[src/hw/rtl/ffca_ram.sv]
// ============================================================================
// Generic simple dual-port RAM
// One write port and one read port, read data registered.
// ============================================================================
`default_nettype none

module ffca_ram #(
    parameter int WIDTH = 8,
    parameter int DEPTH = 16
) (
    input  wire logic                                       i_clk,
    input  wire logic                                       i_we,
    input  wire logic [((DEPTH > 1) ? $clog2(DEPTH) : 1)-1:0] i_waddr,
    input  wire logic [WIDTH-1:0]                           i_wdata,
    input  wire logic [((DEPTH > 1) ? $clog2(DEPTH) : 1)-1:0] i_raddr,
    output logic      [WIDTH-1:0]                           o_rdata
);

    logic [WIDTH-1:0] r_mem [DEPTH];

    always_ff @(posedge i_clk) begin
        if (i_we) begin
            r_mem[i_waddr] <= i_wdata;
        end
        o_rdata <= r_mem[i_raddr];
    end

endmodule

`default_nettype wire
[config.mk]
export PLATFORM = sky130hd
export DESIGN_NAME = ffca_ram
export DESIGN_NICKNAME = d
export VERILOG_FILES = /design/src/hw/rtl/ffca_ram.sv
export SDC_FILE = /design/constraint.sdc
export NUM_CORES = 1
export LEC_CHECK = 0
export ABC_AREA = 1
export ABC_CLOCK_PERIOD_IN_PS = 1150
export BUFFER_PORTS_ARGS = -buffer_cell sky130_fd_sc_hd__buf_2
export CAP_MARGIN = 5
export CORE_UTILIZATION = 31
export DETAILED_ROUTE_END_ITERATION = 10
export PLACE_DENSITY = 0.46
export SYNTH_ARGS = -nofsm -noshare
export SYNTH_HDL_FRONTEND = slang
export SYNTH_SLANG_ARGS = --single-unit
[constraint.sdc]
create_clock -name i_clk -period 1.15 [get_ports i_clk]
set_input_delay 0.0575 -clock i_clk [delete_from_list [all_inputs] [get_ports i_clk]]
set_output_delay 0.0575 -clock i_clk [all_outputs]
set_load 0.05 [all_outputs]
==> results.sh <==
export IMPL_hold_path_end="r_mem[4][0]"
export IMPL_synth_cell_types=12
export IMPL_numClockSinks=136
export IMPL_io_pins=26
export IMPL_clk_latency_ps=420
export IMPL_layout_cells_most_common="nand2_1"
export IMPL_reg2regPathDepth=6
export IMPL_fillers=1776
export IMPL_die_area_mm2=0.0192
export IMPL_grt_usage=0.153
export IMPL_violations="DRC"
export IMPL_place_gp_congestion=0.825
export IMPL_portBuffers=25
export IMPL_totalWireLength_um=13600
export IMPL_clk_path_buf_depth=2
export IMPL_detail_route_iter0_violations=276
export IMPL_hold_start="i_wdata[0]"
export IMPL_wl_per_cell_um=16.1
export IMPL_place_detailed_hpwl_um=8790
export IMPL_worstPathCellList="buf_6"
export IMPL_path_clk_slew_ps=60
export IMPL_drc_errors=2
export IMPL_regArea_mm2=0.00400
export IMPL_grt_pass1_wl_um=21000
export IMPL_grt_max_degree=39
export IMPL_cts_tree="done"
export IMPL_syn_inst=551
export IMPL_netlist_area_mm2=0.00577
export IMPL_fmax_ghz=0.907
export IMPL_finalClockSkew_ps=4.98
export IMPL_yosysTopAreaCell="edfxtp_1"
export IMPL_r2r_slack_ps=110
export IMPL_total_leakage_power_nw=3.01
export IMPL_worstPathArrival_ps=1050
export IMPL_power_density_mw_per_mm2=1730
export IMPL_gr_total_overflow=0
export IMPL_setup_violations_final=0
export IMPL_worstMarginPinSlew_ps=403
export IMPL_crit_path_end_kind="primary output"
export IMPL_ir_drop_mv=1.05
export IMPL_cts_root_buf="clkbuf_16"
export IMPL_num_antenna_cells=0
export IMPL_ctsHoldBuffers=0
export IMPL_max_slew_margin_rel=0.732
export IMPL_core_mm2=0.0181
export IMPL_path_class="flop to primary output"
export IMPL_slowest_stage="dfxtp_1"
export IMPL_status="finished, violations left"
export IMPL_setup_tns_ps=0
export IMPL_dp_slack_ps=35.4
export IMPL_ys_seq_area_frac=0.694
export IMPL_cts_buffers=17
export IMPL_drtPass1Iterations=10
export IMPL_grt_pass1_vias=3693
export IMPL_multiInputGateArea_mm2=0.00121
export IMPL_ys_ff_latch=136
export IMPL_critPathMaxStageDelay_ps=430
export IMPL_total_power_w=0.0120
export IMPL_ys_warn_count=0
export IMPL_crit_fanout=1
export IMPL_cp_required_ps=1090
export IMPL_hold_viol_final=0
export IMPL_final_min_clock_period_ps=1100
export IMPL_fp_dieW_um=138
export IMPL_synth_top_area_frac=0.667
export IMPL_grt_antenna_before_repair=0
export IMPL_cts_resized=4
export IMPL_die_y_um=138
export IMPL_mostFrequentLayoutCells="173 x nand2_1, 128 x edfxtp_1, 100 x inv_1, 97 x nand3_1, 30 x buf_4"
export IMPL_drive_gt1_frac=0.142
export IMPL_synth_nets=569
export IMPL_area_growth_pct=20.8
export IMPL_cts_setup_buffers=0
export IMPL_htreeDepth=4
export IMPL_hold_slack_ps=29.9
export IMPL_rsz0062_at_grt="no"
export IMPL_finalMaxSlewViolations=0
export IMPL_routed_via_count=3705
export IMPL_path_buf_inv=1
export IMPL_layout_setup_ws_ps=47.0
export IMPL_start_util=0.319
export IMPL_cp_top_family="flip-flops"
export IMPL_min_path_cells=1
export IMPL_synth_avg_cell_area_um2=10.5
export IMPL_viasPerCell=4.37
export IMPL_startpoint_type="flop"
export IMPL_worstReg2RegStart="r_mem[1][5]"
export IMPL_r2r_end="o_rdata[5]"
export IMPL_drv_cap=0
export IMPL_rows=49
export IMPL_worstHoldPathType="input pin to flop"
export IMPL_nNetsFinal=623
export IMPL_synth_area_top_cells="edfxtp_1 67%, nand2_1 11%, nand3_1 8.4%"
export IMPL_drtAntennaViolNets=0
export IMPL_final_period_utilization=0.959
kinds of logic after synthesis:
logic type,synth area share
buffers and inverters,0.0952
AND/OR/NAND/NOR,0.210
flip-flops,0.694
area by class of cell:
cell class	instances	area share
well taps	229	0.0411
repair buffers	59	0.0670
multi-input cells	289	0.174
clock inverters	13	0.0255
flip-flops and latches	136	0.575
clock buffers	19	0.0622
inverters	102	0.0550
through the flow:
step / utilization / area, um2 / std cells
floorplan: - / 5770 / 551
global placement: 0.351 / 6340 / 815
detailed placement: 0.351 / 6340 / 815
CTS: 0.385 / 6960 / 847
global route: 0.385 / 6960 / 847
finish: 0.385 / 6960 / 847
worst max path at each step:
stage                     startpoint      endpoint  slack, ps  cells after the start
after floorplan           i_waddr[2]  r_mem[10][0]        140                      2
after global placement    i_raddr[0]    o_rdata[0]         30                      8
after detailed placement  i_raddr[0]    o_rdata[0]         40                      8
after CTS                 o_rdata[0]    o_rdata[0]          4                      1
after global routing      o_rdata[0]    o_rdata[0]         20                      1
final                     o_rdata[0]    o_rdata[0]         50                      1
metal layers:
layer | wire [um] | vias up | track usage | share of wire
li1 | - | 1880 | - | -
met1 | 6250 | 1735 | 0.194 | 0.46
met2 | 6430 | 65 | 0.241 | 0.47
met3 | 534 | 25 | 0.0391 | 0.039
met4 | 414 | 0 | 0.0834 | 0.030
met5 | 0 | - | 0 | 0
flip-flops by register name (all words and copies together) (netlist names):
signal,count
o_rdata,8
r_mem,128
where the power goes:
group	internal, W	switching [W]	total (W)
Combinational	0.000260	0.000578	0.000839
Clock	0.00361	0.00201	0.00562
Sequential	0.00554	0.0000388	0.00558
synthesized netlist by cell type (all sizes together):
master / instances
nand2: 173
edfxtp: 128
inv: 102
nand3: 97
buf: 24
nor2: 17
dfxtp: 8
nand3b: 2
worst register-to-register path, cell delays in order (launching register included):
cell and delay (ps):
edfxtp_1 370, inv_1 70, nand2_1 50, nand3_1 90, nand3_1 130, nand3_1 140, nand2_1 90
Power figures use the tool's default switching activity.
